[config.mk]
export PLATFORM = sky130hd
export DESIGN_NAME = fdt_struct_node_scanner_top
export DESIGN_NICKNAME = d
export VERILOG_FILES = /design/src/design/fdt_sns_pkg.sv /design/src/design/fdt_sns_front.sv /design/src/design/fdt_sns_walk.sv /design/src/design/fdt_struct_node_scanner_top.sv
export VERILOG_INCLUDE_DIRS = /design/src /design/src/design
export SDC_FILE = /design/constraint.sdc
export NUM_CORES = 2
export LEC_CHECK = 0
export ABC_AREA = 0
export BUFFER_PORTS_ARGS = -buffer_cell sky130_fd_sc_hd__buf_4
export CORE_MARGIN = 2
export CORE_UTILIZATION = 45
export CTS_CLUSTER_SIZE = 10
export DETAILED_ROUTE_END_ITERATION = 16
export GPL_ROUTABILITY_DRIVEN = 0
export PLACE_DENSITY = 0.68
export SLEW_MARGIN = 10
export SYNTH_ARGS = -nofsm -noshare
export SYNTH_HDL_FRONTEND = slang
export SYNTH_SLANG_ARGS = --single-unit
[constraint.sdc]
create_clock -name clk -period 19.1 [get_ports clk]
set_input_delay 1.91 -clock clk [delete_from_list [all_inputs] [get_ports clk]]
set_output_delay 1.91 -clock clk [all_outputs]
set_load 0.02 [all_outputs]
[src/design/fdt_struct_node_scanner_top_assert.svh]
// assertion macros used by the walker module
`ifndef FDT_STRUCT_NODE_SCANNER_TOP_ASSERT_SVH
`define FDT_STRUCT_NODE_SCANNER_TOP_ASSERT_SVH

// same-cycle implication
`define FDT_SNS_ASSERT_NOW(label, ante, cons) \
  label: assert property (@(posedge clk) disable iff (!rst_n) (ante) |-> (cons)) \
    else $error("fdt_sns assertion failed");

// next-cycle implication
`define FDT_SNS_ASSERT_NEXT(label, ante, cons) \
  label: assert property (@(posedge clk) disable iff (!rst_n) (ante) |=> (cons)) \
    else $error("fdt_sns assertion failed");

`endif

[src/design/fdt_sns_pkg.sv]
// ----------------------------------------------------------------------------
// fdt_sns_pkg
// shared types, token codes and helpers for the structure block scanner
// ----------------------------------------------------------------------------
package fdt_sns_pkg;

  localparam int PREFIX_MAX_DEF = 16;

  localparam logic [31:0] TOKEN_BEGIN    = 32'h0000_0001;
  localparam logic [31:0] TOKEN_END_NODE = 32'h0000_0002;
  localparam logic [31:0] TOKEN_PROP     = 32'h0000_0003;
  localparam logic [31:0] TOKEN_NOP      = 32'h0000_0004;
  localparam logic [31:0] TOKEN_END      = 32'h0000_0009;

  localparam logic [1:0] ST_END_TOKEN = 2'd0;
  localparam logic [1:0] ST_BAD_TOKEN = 2'd1;
  localparam logic [1:0] ST_EXHAUSTED = 2'd2;

  localparam logic [1:0] CFG_SIZE     = 2'd0;
  localparam logic [1:0] CFG_PFX_HI   = 2'd1;
  localparam logic [1:0] CFG_PFX_LO   = 2'd2;
  localparam logic [1:0] CFG_PFX_LEN  = 2'd3;

  localparam logic [30:0] COUNT_MAX = 31'h7FFF_FFFF;

  typedef enum logic [2:0] {
    TK_BEGIN, TK_END_NODE, TK_PROP, TK_NOP, TK_END, TK_BAD
  } tok_t;

  typedef enum logic [2:0] {
    MODE_TOKEN, MODE_NAME, MODE_PLEN, MODE_POFF, MODE_DATA
  } mode_t;

  typedef struct packed {
    logic [31:0] word;
    logic        last;
    tok_t        tok;
  } q_entry_t;

  function automatic tok_t classify(logic [31:0] w);
    tok_t t;
    priority if (w == TOKEN_BEGIN)    t = TK_BEGIN;
    else if (w == TOKEN_END_NODE)     t = TK_END_NODE;
    else if (w == TOKEN_PROP)         t = TK_PROP;
    else if (w == TOKEN_NOP)          t = TK_NOP;
    else if (w == TOKEN_END)          t = TK_END;
    else                              t = TK_BAD;
    return t;
  endfunction

  function automatic logic [7:0] prefix_char(logic [127:0] pfx, logic [4:0] p);
    logic [127:0] sh;
    sh = pfx << {p[3:0], 3'b000};
    return p[4] ? 8'h00 : sh[127:120];
  endfunction

endpackage

[src/design/fdt_sns_front.sv]
// ----------------------------------------------------------------------------
// fdt_sns_front
// accepts structure words, classifies tokens, two-entry queue to the walker
// ----------------------------------------------------------------------------
module fdt_sns_front (
  input  logic                  clk,
  input  logic                  rst_n,
  input  logic                  in_valid,
  output logic                  in_stall,
  input  logic [31:0]           in_struct_word,
  input  logic                  in_last_word,
  output logic                  q_valid,
  output fdt_sns_pkg::q_entry_t q_data,
  input  logic                  q_pop
);
  import fdt_sns_pkg::*;

  q_entry_t   mem_r [2];
  logic       wr_ptr_r, wr_ptr_nxt;
  logic       rd_ptr_r, rd_ptr_nxt;
  logic [1:0] count_r, count_nxt;
  logic       push;

  assign in_stall = (count_r == 2'd2);
  assign push     = in_valid && !in_stall;
  assign q_valid  = (count_r != 2'd0);
  assign q_data   = mem_r[rd_ptr_r];

  always_comb begin
    wr_ptr_nxt = wr_ptr_r ^ push;
    rd_ptr_nxt = rd_ptr_r ^ q_pop;
    count_nxt  = count_r + {1'b0, push} - {1'b0, q_pop};
  end

  always_ff @(posedge clk) begin
    if (!rst_n) begin
      wr_ptr_r <= 1'b0;
      rd_ptr_r <= 1'b0;
      count_r  <= 2'd0;
    end else begin
      wr_ptr_r <= wr_ptr_nxt;
      rd_ptr_r <= rd_ptr_nxt;
      count_r  <= count_nxt;
    end
  end

  always_ff @(posedge clk) begin
    if (push) begin
      mem_r[wr_ptr_r] <= '{word: in_struct_word, last: in_last_word,
                           tok: classify(in_struct_word)};
    end
  end

endmodule

[src/design/fdt_sns_walk.sv]
// ----------------------------------------------------------------------------
// fdt_sns_walk
// walks tokens, names and property skips; holds config and the result register
// ----------------------------------------------------------------------------
module fdt_sns_walk #(
  parameter int PREFIX_MAX = fdt_sns_pkg::PREFIX_MAX_DEF
) (
  input  logic                  clk,
  input  logic                  rst_n,
  input  logic                  cfg_we,
  input  logic [1:0]            cfg_index,
  input  logic [63:0]           cfg_wdata,
  input  logic                  q_valid,
  input  fdt_sns_pkg::q_entry_t q_data,
  output logic                  q_pop,
  output logic                  out_valid,
  input  logic                  out_stall,
  output logic [30:0]           out_node_count,
  output logic [63:0]           out_min_unit_addr,
  output logic [31:0]           out_first_match_offset,
  output logic [1:0]            out_end_status
);
  import fdt_sns_pkg::*;

  logic [31:0]  size_r;
  logic [127:0] pfx_r;
  logic [4:0]   pfx_len_r;
  logic [4:0]   elen;

  mode_t        mode_r, mode_nxt;
  logic [7:0]   depth_r, depth_nxt;
  logic [31:0]  off_r, off_nxt;
  logic [29:0]  skip_r, skip_nxt;
  logic [4:0]   pos_r, pos_nxt;
  logic [2:0]   flags_r, flags_nxt;   // mismatch, at, hexstop
  logic [63:0]  acc_r, acc_nxt;
  logic [30:0]  cnt_r, cnt_nxt;
  logic [63:0]  low_r, low_nxt;
  logic [31:0]  first_r, first_nxt;

  logic         out_valid_r, out_valid_nxt;
  logic [30:0]  res_cnt_r;
  logic [63:0]  res_low_r;
  logic [31:0]  res_first_r;
  logic [1:0]   res_st_r;

  logic         fire, fin;
  logic [1:0]   st;
  logic [31:0]  after;
  logic [31:0]  plen_sum;

  assign elen  = (pfx_len_r > 5'(PREFIX_MAX)) ? 5'(PREFIX_MAX) : pfx_len_r;
  assign fire  = q_valid && (!out_valid_r || !out_stall);
  assign q_pop = fire;
  assign after = off_r + 32'd4;
  assign plen_sum = q_data.word + 32'd3;

  always_ff @(posedge clk) begin
    if (!rst_n) begin
      size_r    <= '0;
      pfx_r     <= '0;
      pfx_len_r <= '0;
    end else if (cfg_we) begin
      unique case (cfg_index)
        CFG_SIZE:    size_r          <= cfg_wdata[31:0];
        CFG_PFX_HI:  pfx_r[127:64]   <= cfg_wdata;
        CFG_PFX_LO:  pfx_r[63:0]     <= cfg_wdata;
        CFG_PFX_LEN: pfx_len_r       <= cfg_wdata[4:0];
        default:     size_r          <= size_r;
      endcase
    end
  end

  always_comb begin
    logic [7:0] c;
    logic       stop;
    logic       done;
    logic [7:0] pc;
    mode_nxt  = mode_r;
    depth_nxt = depth_r;
    off_nxt   = off_r;
    skip_nxt  = skip_r;
    pos_nxt   = pos_r;
    flags_nxt = flags_r;
    acc_nxt   = acc_r;
    cnt_nxt   = cnt_r;
    low_nxt   = low_r;
    first_nxt = first_r;
    fin       = 1'b0;
    st        = ST_EXHAUSTED;
    stop      = 1'b0;
    done      = 1'b0;
    c         = 8'h00;
    pc        = 8'h00;
    if (fire) begin
      if (mode_r == MODE_TOKEN && off_r >= size_r) begin
        fin = 1'b1;
      end else begin
        unique case (mode_r)
          MODE_TOKEN: begin
            unique case (q_data.tok)
              TK_BEGIN: begin
                if (depth_r != 8'hFF) depth_nxt = depth_r + 8'd1;
                pos_nxt   = '0;
                flags_nxt = '0;
                acc_nxt   = '0;
                mode_nxt  = MODE_NAME;
              end
              TK_END_NODE: begin
                if (depth_r != 8'h00) depth_nxt = depth_r - 8'd1;
              end
              TK_PROP: mode_nxt = MODE_PLEN;
              TK_NOP:  mode_nxt = MODE_TOKEN;
              TK_END: begin
                fin = 1'b1;
                st  = ST_END_TOKEN;
              end
              default: begin
                fin = 1'b1;
                st  = ST_BAD_TOKEN;
              end
            endcase
          end
          MODE_NAME: begin
            for (int i = 0; i < 4; i++) begin
              c = q_data.word[31-8*i -: 8];
              if (!stop) begin
                if (c == 8'h00) begin
                  stop = 1'b1;
                  done = (pos_nxt >= elen) || (prefix_char(pfx_r, pos_nxt) == 8'h00);
                  if (depth_r == 8'd2 && !flags_nxt[0] && done) begin
                    if (cnt_nxt == '0) first_nxt = after;
                    if (cnt_nxt != COUNT_MAX) cnt_nxt = cnt_nxt + 31'd1;
                    if (flags_nxt[1] && acc_nxt < low_nxt) low_nxt = acc_nxt;
                  end
                end else begin
                  if (!flags_nxt[0] && pos_nxt < elen) begin
                    pc = prefix_char(pfx_r, pos_nxt);
                    if (pc != 8'h00) begin
                      if (c != pc) flags_nxt[0] = 1'b1;
                      else         pos_nxt = pos_nxt + 5'd1;
                    end
                  end
                  if (flags_nxt[1]) begin
                    if (!flags_nxt[2]) begin
                      if (c >= 8'h30 && c <= 8'h39)
                        acc_nxt = {acc_nxt[59:0], c[3:0]};
                      else if (c >= 8'h61 && c <= 8'h66)
                        acc_nxt = {acc_nxt[59:0], 4'(c - 8'h57)};
                      else
                        flags_nxt[2] = 1'b1;
                    end
                  end else if (c == 8'h40) begin
                    flags_nxt[1] = 1'b1;
                  end
                end
              end
            end
            if (stop) mode_nxt = MODE_TOKEN;
          end
          MODE_PLEN: begin
            skip_nxt = plen_sum[31:2];
            mode_nxt = MODE_POFF;
          end
          MODE_POFF: mode_nxt = (skip_r != '0) ? MODE_DATA : MODE_TOKEN;
          default: begin
            if (skip_r != '0) skip_nxt = skip_r - 30'd1;
            if (skip_nxt == '0) mode_nxt = MODE_TOKEN;
          end
        endcase
        off_nxt = after;
        if (!fin && ((mode_nxt == MODE_TOKEN && after >= size_r) || q_data.last)) begin
          fin = 1'b1;
          st  = ST_EXHAUSTED;
        end
      end
    end
  end

  always_comb begin
    out_valid_nxt = out_valid_r;
    if (fire && fin)      out_valid_nxt = 1'b1;
    else if (!out_stall)  out_valid_nxt = 1'b0;
  end

  always_ff @(posedge clk) begin
    if (!rst_n || (fire && fin)) begin
      mode_r  <= MODE_TOKEN;
      depth_r <= '0;
      off_r   <= '0;
      skip_r  <= '0;
      pos_r   <= '0;
      flags_r <= '0;
      acc_r   <= '0;
      cnt_r   <= '0;
      low_r   <= '1;
      first_r <= '0;
    end else begin
      mode_r  <= mode_nxt;
      depth_r <= depth_nxt;
      off_r   <= off_nxt;
      skip_r  <= skip_nxt;
      pos_r   <= pos_nxt;
      flags_r <= flags_nxt;
      acc_r   <= acc_nxt;
      cnt_r   <= cnt_nxt;
      low_r   <= low_nxt;
      first_r <= first_nxt;
    end
  end

  always_ff @(posedge clk) begin
    if (!rst_n) out_valid_r <= 1'b0;
    else        out_valid_r <= out_valid_nxt;
  end

  always_ff @(posedge clk) begin
    if (fire && fin) begin
      res_cnt_r   <= cnt_nxt;
      res_low_r   <= low_nxt;
      res_first_r <= first_nxt;
      res_st_r    <= st;
    end
  end

  assign out_valid              = out_valid_r;
  assign out_node_count         = res_cnt_r;
  assign out_min_unit_addr      = res_low_r;
  assign out_first_match_offset = res_first_r;
  assign out_end_status         = res_st_r;

`include "fdt_struct_node_scanner_top_assert.svh"

  `FDT_SNS_ASSERT_NEXT(a_fin_shows_result, fire && fin, out_valid_r)
  `FDT_SNS_ASSERT_NOW(a_held_result_blocks, out_valid_r && out_stall, !fire)
  `FDT_SNS_ASSERT_NEXT(a_fin_clears_walk, fire && fin, mode_r == MODE_TOKEN && off_r == '0)

endmodule

[src/design/fdt_struct_node_scanner_top.sv]
// ----------------------------------------------------------------------------
// fdt_struct_node_scanner_top
// device-tree structure block walker: counts prefixed depth-two nodes
// ----------------------------------------------------------------------------
//  channel  | dir | handshake          | payload
//  in_      | in  | in_valid/in_stall  | struct_word, last_word
//  out_     | out | out_valid/out_stall| node_count, min_unit_addr, first_match_offset,
//           |     |                    | end_status
//  cfg_     | in  | cfg_we             | cfg_index, cfg_wdata
//
//  one word per cycle sustained; the walker takes a word each cycle the result
//  register is free, a whole name word (four bytes) handled in that cycle
//  a result follows its last word through the queue, then the result register
//  two-entry queue between classifier and walker; out_stall holds the result
//  and backs up into in_stall once the queue fills
//  rst_n synchronous, clears walk state and config registers
module fdt_struct_node_scanner_top #(
  parameter int PREFIX_MAX = fdt_sns_pkg::PREFIX_MAX_DEF
) (
  input  logic        clk,
  input  logic        rst_n,
  input  logic        cfg_we,
  input  logic [1:0]  cfg_index,
  input  logic [63:0] cfg_wdata,
  input  logic        in_valid,
  output logic        in_stall,
  input  logic [31:0] in_struct_word,
  input  logic        in_last_word,
  output logic        out_valid,
  input  logic        out_stall,
  output logic [30:0] out_node_count,
  output logic [63:0] out_min_unit_addr,
  output logic [31:0] out_first_match_offset,
  output logic [1:0]  out_end_status
);
  import fdt_sns_pkg::*;

  logic     q_valid;
  logic     q_pop;
  q_entry_t q_data;

  fdt_sns_front u_front (
    .clk            (clk),
    .rst_n          (rst_n),
    .in_valid       (in_valid),
    .in_stall       (in_stall),
    .in_struct_word (in_struct_word),
    .in_last_word   (in_last_word),
    .q_valid        (q_valid),
    .q_data         (q_data),
    .q_pop          (q_pop)
  );

  fdt_sns_walk #(.PREFIX_MAX(PREFIX_MAX)) u_walk (
    .clk                    (clk),
    .rst_n                  (rst_n),
    .cfg_we                 (cfg_we),
    .cfg_index              (cfg_index),
    .cfg_wdata              (cfg_wdata),
    .q_valid                (q_valid),
    .q_data                 (q_data),
    .q_pop                  (q_pop),
    .out_valid              (out_valid),
    .out_stall              (out_stall),
    .out_node_count         (out_node_count),
    .out_min_unit_addr      (out_min_unit_addr),
    .out_first_match_offset (out_first_match_offset),
    .out_end_status         (out_end_status)
  );

endmodule

# After elaboration in Yosys (flattened, before gate mapping)
# Memory sizes are Yosys's and may differ from the RTL's. A register that Yosys moved wholly into a read port is not among the register bits.
# Cells that the tools add are included.
# op_classes
add_sub_neg	19
shift	4
n_eq_ne	34
bitwise_logic	6
magnitude_cmp	31
reduce_logical	84
n_mux	248
# ops
op	count
two-way mux 64 bit	60
two-way mux 31 bit	27
two-way mux 32 bit	18
<< shifter 128 x 7 -> 128 bit	4
< comparator 64 bit	4
two-way mux 5 bit	30
one-hot mux 64 bit (2 select lines)	1
adder 31 x 1 -> 31 bit (second input constant)	4
logical NOT 31 bit	4
!= test 31 bit (second input constant)	4
two-way mux 30 bit	4
two-way mux 3 bit	27
two-way mux 1 bit	68
equality test 32 x 2 -> 1 bit (second input constant)	2
greater-or-equal comparator 32 bit	2
logical NOT 8 bit	8
one-hot mux 30 bit (2 select lines)	1
two-way mux 8 bit	6
nonzero test 8 bit	5
adder 32 x 2 -> 32 bit (second input constant)	1
adder 32 x 3 -> 32 bit (second input constant)	1
equality test 32 x 1 -> 1 bit (second input constant)	1
equality test 32 x 3 -> 1 bit (second input constant)	1
equality test 32 x 4 -> 1 bit (second input constant)	1
47 further kinds	142
# word_totals
regBits	571
in_bits	104
output_inout_bits	131
n_memories	1
mem_bits_rw	72
# mem_list
name	words	word_bits	read_ports	rd_clocked_by_memory_dff	wr	line	text
u_front.mem_r	2	36	1	1	1	fdt_sns_front.sv:18	q_entry_t mem_r [2];

# Longest topological paths before layout
# depth
ltp_word	43
depth_mapped	80
ltp_nobuf	75

# Cells and area by module
# A second synthesis with hierarchy kept.
# unflattened
cells_unflattened	6558
hier_area_um2	52306.4
# by_module_without_submodules
mod	cells_per_inst	seq_area_each_um2	area_per_inst_um2	instances
fdt_sns_walk	6403	12602.1	49338.6	1
fdt_sns_front	155	2262.2	2967.8	1

# Worst setup path before layout
# Ideal clock, no wire load.
# synth_timing
path_type	register -> register
from	reg u_walk.low_r[1]
to	reg u_walk.res_low_r[55] (netlist: u_walk.out_min_unit_addr[55]), data pin
synth_period_minus_slack_ns	13.297
stages_incl_launch_ff	80
t_arrival_ns	13.152
setup_slack_ns	5.803
t_required_ns	18.955
cell_sequence	dfxtp_1 -> inv_1 -> ha_1 -> a21o_1 -> a21o_1 -> a21o_1 -> a21o_1 -> a21o_1 -> a21o_1 -> a21oi_1 -> o31ai_1 -> a221oi_1 -> o21ai_0 -> a21o_1 -> a21oi_1 -> o21a_1 -> o2111ai_1 -> a2111oi_0 -> (+44 left out) -> o21ai_0 -> nand2b_1 -> a21oi_1 -> nor2b_1 -> o21ai_0 -> nand2b_1 -> a21oi_1 -> o21ai_0 -> a21oi_1 -> nor2b_1 -> o21ai_0 -> o211ai_1 -> a211oi_1 -> nand3_1 -> buf_4 -> buf_6 -> mux2_1 -> o21ai_1
# synth_between
elab_chain_cells	35
# synth_rtl
item	line	text
from (decl)	fdt_sns_walk.sv:38	logic [63:0] low_r, low_nxt;
from (signal assigned)	fdt_sns_walk.sv:207	low_r <= low_nxt;
< comparator 64 bit	fdt_sns_walk.sv:134	if (flags_nxt[1] && acc_nxt < low_nxt) low_nxt = acc_nxt;
logical AND 1 bit	fdt_sns_walk.sv:134	
two-way mux 64 bit	fdt_sns_walk.sv:134	
two-way mux 64 bit	fdt_sns_walk.sv:131	if (depth_r == 8'd2 && !flags_nxt[0] && done) begin
two-way mux 64 bit *	fdt_sns_walk.sv:128	if (c == 8'h00) begin
two-way mux 64 bit *	fdt_sns_walk.sv:99	unique case (mode_r)
two-way mux 64 bit *	fdt_sns_walk.sv:96	if (mode_r == MODE_TOKEN && off_r >= size_r) begin
two-way mux 64 bit *	fdt_sns_walk.sv:95	if (fire) begin
(+20 left out)	-	
two-way mux 64 bit	fdt_sns_walk.sv:134	
two-way mux 64 bit	fdt_sns_walk.sv:131	
two-way mux 64 bit	fdt_sns_walk.sv:128	
two-way mux 64 bit *	fdt_sns_walk.sv:127	if (!stop) begin
two-way mux 64 bit *	fdt_sns_walk.sv:99	
two-way mux 64 bit *	fdt_sns_walk.sv:96	
two-way mux 64 bit *	fdt_sns_walk.sv:95	
named net u_walk.low_nxt[55]	fdt_sns_walk.sv:38	
to (signal assigned)	fdt_sns_walk.sv:220	res_low_r <= low_nxt;
to (decl)	fdt_sns_walk.sv:43	logic [63:0] res_low_r;
# The timed path passes the listed nets; every way through them passes the cells marked *. The select of a mux whose other input is x is not followed.
# A chain may end at the register's enable or synchronous reset.

# Worst setup path in the final report
# layout_timing
from	reg u_walk.pos_r[0]
to	reg u_walk.res_low_r[33] (netlist: u_walk.out_min_unit_addr[33]), data pin
# layout_between
elab_chain_cells	43
word_cells_on_any_way	123
classes_between	add/sub (3); order compare (10); eq/ne (3); shift (4); mux (76); reduce/logical (27)
# layout_rtl
item	line	text
from (decl)	fdt_sns_walk.sv:34	logic [4:0] pos_r, pos_nxt;
from (signal assigned)	fdt_sns_walk.sv:203	pos_r <= pos_nxt;
<< shifter 128 x 7 -> 128 bit	fdt_sns_pkg.sv:53	sh = pfx << {p[3:0], 3'b000};
two-way mux 8 bit	fdt_sns_pkg.sv:54	return p[4] ? 8'h00 : sh[127:120];
!= test 8 bit	fdt_sns_walk.sv:140	if (c != pc) flags_nxt[0] = 1'b1;
two-way mux 5 bit	fdt_sns_walk.sv:140	
two-way mux 5 bit	fdt_sns_walk.sv:139	if (pc != 8'h00) begin
two-way mux 5 bit	fdt_sns_walk.sv:137	if (!flags_nxt[0] && pos_nxt < elen) begin
two-way mux 5 bit	fdt_sns_walk.sv:128	
two-way mux 5 bit	fdt_sns_walk.sv:99	
(+28 left out)	-	
logical AND 1 bit	fdt_sns_walk.sv:131	
two-way mux 64 bit	fdt_sns_walk.sv:131	
two-way mux 64 bit	fdt_sns_walk.sv:128	
two-way mux 64 bit *	fdt_sns_walk.sv:127	
two-way mux 64 bit *	fdt_sns_walk.sv:99	
two-way mux 64 bit *	fdt_sns_walk.sv:96	
two-way mux 64 bit *	fdt_sns_walk.sv:95	
named net u_walk.low_nxt[33]	fdt_sns_walk.sv:38	
# Marked as above.

==> reports/results.tsv <==
metric	value	unit
status	completed	
setup_tns	0	ns
grt_pass1_vias	46410	
wl_per_cell	23.5	um
min_period	17.10	ns
register_area	0.0149	sq mm
cts.clk_slew.worst_paths	0.06	ns
drt_iter0_drc	6993	
hold_start	u_walk.first_r[0]	
seq_area_frac_synth	28.6	%
clock_latency	0.68	ns
drc	0	
synth_most_common_cell	nand2_1	
fmax	0.0585	GHz
worst-setup-path-type	flip-flop to flip-flop	
post_cts_resize_count	0	
synth_area_per_cell	8.29	sq um
synthMuxAreaShare	13.2	%
synth_common_cells	nand2_1 (776), nor2_1 (577), dfxtp_1 (441)	
setup_viol	0	
area.growth.synth_to_final	10.3	%
layout-drive-gt1-share	12.5	%
worstPathArrival	17.59	ns
multiInputGateArea	0.0347	sq mm
synth_top_area_cell	dfxtp_1	
track_usage	30.3	%
p_leak	23.8	nW
initial_utilization	45.4	%
synth_fp_nets	6745	
first_pass_iters	11	
grt_max_degree	236	
cpMaxStageDelayCell	o21bai_1	
htree_levels	3	
synth_ff_type	dfxtp_1	
start_kind	flip-flop	
dp_hpwl	136	mm
drv_slew	0	
row_count	124	
max_stage_delay	1.04	ns
synth_cell_types	112	
drv_cap	0	
yosysTopAreaCellShare	17.0	%
instances_no_fill	7863	
synth_simple_gate_area_share	21.3	%
clockRootBuffer	clkbuf_16	
cts_setup_buffers	0	
synth_area	0.0520	sq mm
hold_end	u_walk.first_r[0]	
final_nets	6763	
ctsHoldBuffers	0	
rsz0062_at_grt	no	
yosys_warnings	0	
grt_pass1_wl	280	mm
finalHoldViolations	0	
synth_enable_flop_cells	201	
yosys-top-cells-area	dfxtp_1 (17%), edfxtp_1 (12%), ha_1 (8.9%), nand2_1 (5.6%), mux2i_1 (4.4%)	
vias_per_cell	6.38	
overflow	0	
critPathCaptureType	flip-flop	
rr_endpoint	u_walk.out_min_unit_addr[33]	
numPlacedInstances	7718	
fp.dieW	344	um
dr_total_vias	50151	
core-area	0.115	sq mm
worst_pin_slew	1.31	ns
path_max_fanout	69	
required	19.58	ns
port-buffer-count	234	
finalWirelength	185	mm
timing.final.crit_share	89.5	%
die_y	344	um
fillers	10863	
powerDensity	73.2	mW/mm^2
netlist_instances	6270	
relSlewSlack	12.3	%
vdd_drop_max	0.0695	mV
hold_depth	2	
cts_made_buffers	80	
reg2regPathDepth	46	
pin_count	235	
cts_sinks	642	
antenna_found_initial	6	
synth_top_family_by_area	simple AND/OR/NAND/NOR gates	
die_area	0.118	sq mm
worstHoldPathType	flip-flop to flip-flop	
synthAdderAreaFrac	8.94	%
synth_seq_cells	642	
ys_async_sr_fraction	0	%
reg2reg_slack	2.00	ns
synthXorXnorAreaFrac	4.13	%
ant_nets	0	
cts_tree	built	
finClkSkew	0.0321	ns
reg2reg_from	u_walk.pos_r[0]	
synth_compound_area_share	19.0	%
cpMostUsedCell	o21ai_0	
clock_path_buffers	3	
## power by group
part | switching [W] | internal [W]
Combinational | 0.000749 | 0.000352
Sequential | 0.0000750 | 0.00156
Clock | 0.000620 | 0.000841
Total | 0.00144 | 0.00275
## sequential cells by signal, summed over array words and instances (netlist names), 8 cells and up, named ones only
register,cells
u_walk.acc_r,64
u_walk.out_min_unit_addr,64
u_walk.skip_r,30
u_front.mem_r,72
u_walk.out_first_match_offset,32
u_walk.depth_r,8
u_walk.size_r,32
u_walk.off_r,30
u_walk.out_node_count,31
u_walk.low_r,64
u_walk.pfx_r,128
u_walk.first_r,32
u_walk.cnt_r,31
## logic make-up after synthesis
kind of cell,after synthesis
flops,642
simple gates,2309
buf+inv,628
compound gates,1523
mux,552
fa+ha+maj,371
xor+xnor,245
## metrics by stage
step / hold slack [ns] / utilization, % / setup slack [ns] / cell area, sq um / total power, W
2_1_floorplan: 0.425 / - / 5.80 / 52000 / 0.00232
3_3_place_gp: 0.433 / 47.9 / 3.40 / 54800 / 0.00273
3_5_place_dp: 0.445 / 47.9 / 2.92 / 54800 / 0.00274
4_1_cts: 0.454 / 50.0 / 2.86 / 57300 / 0.00421
5_1_grt: 0.488 / 50.0 / 0.972 / 57300 / 0.00436
6_report: 0.455 / 50.1 / 2.00 / 57300 / 0.00420
## how the worst max path moves through the flow
stage	startpoint	to	slack (ns)	cells past startpoint
after floorplan	u_walk.low_r[1]	u_walk.out_min_unit_addr[55]	5.80	79
after global placement	u_walk.pos_r[1]	u_walk.out_min_unit_addr[50]	3.40	60
after detailed placement	u_walk.pos_r[0]	u_walk.out_min_unit_addr[17]	2.92	61
after CTS	u_walk.pos_r[1]	u_walk.out_min_unit_addr[17]	2.86	64
after global routing	u_walk.pos_r[0]	u_walk.out_min_unit_addr[33]	0.97	61
final	u_walk.pos_r[0]	u_walk.out_min_unit_addr[33]	2.00	46
## per-layer routing
metal | vias up | part of all wire [%] | global-route usage, %
li1 | 22894 | - | -
met1 | 23609 | 42 | 41.6
met2 | 2987 | 41 | 43.8
met3 | 655 | 12 | 8.69
met4 | 6 | 5.2 | 13.6
met5 | - | 0.059 | 0.561
## placed cells by master (no fill, tap or decap), drive strengths merged, types with 60 or more instances in the layout
cell / netlist / routed
ha: 370 / 370
and2: 91 / 91
nor3: 125 / 125
o21ai: 346 / 346
nor4: 70 / 70
nor2: 582 / 582
a211oi: 88 / 88
inv: 242 / 245
mux2i: 231 / 231
nor2b: 88 / 88
mux2: 238 / 238
edfxtp: 201 / 201
nand3: 136 / 136
nand2b: 83 / 83
xnor2: 159 / 159
a21boi: 169 / 169
mux4: 83 / 83
xor2: 86 / 86
o211ai: 99 / 99
buf: 91 / 318
clkbuf: 291 / 126
a21o: 60 / 60
nand2: 778 / 778
dfxtp: 441 / 441
a21oi: 397 / 397
nand4: 152 / 152
## critical path: cells and delay by family (launching register included)
kind / cells / cell delay (ns)
buf+inv: 4 / 1.89
compound gates: 19 / 5.86
fa+ha+maj: 2 / 0.72
mux: 2 / 0.94
simple gates: 19 / 6.50
flops: 1 / 0.81
## final cells by class
type                    instances  area share (%)
diodes                          3          0.0131
clock buffers                 126            3.99
clock inverters                16           0.367
inverters                     246            1.62
multi-input cells            5000            60.6
flip-flops and latches        642            25.9
well taps                    1512            3.30
repair buffers                318            4.19
No activity file was read; power rests on OpenSTA's default activity.
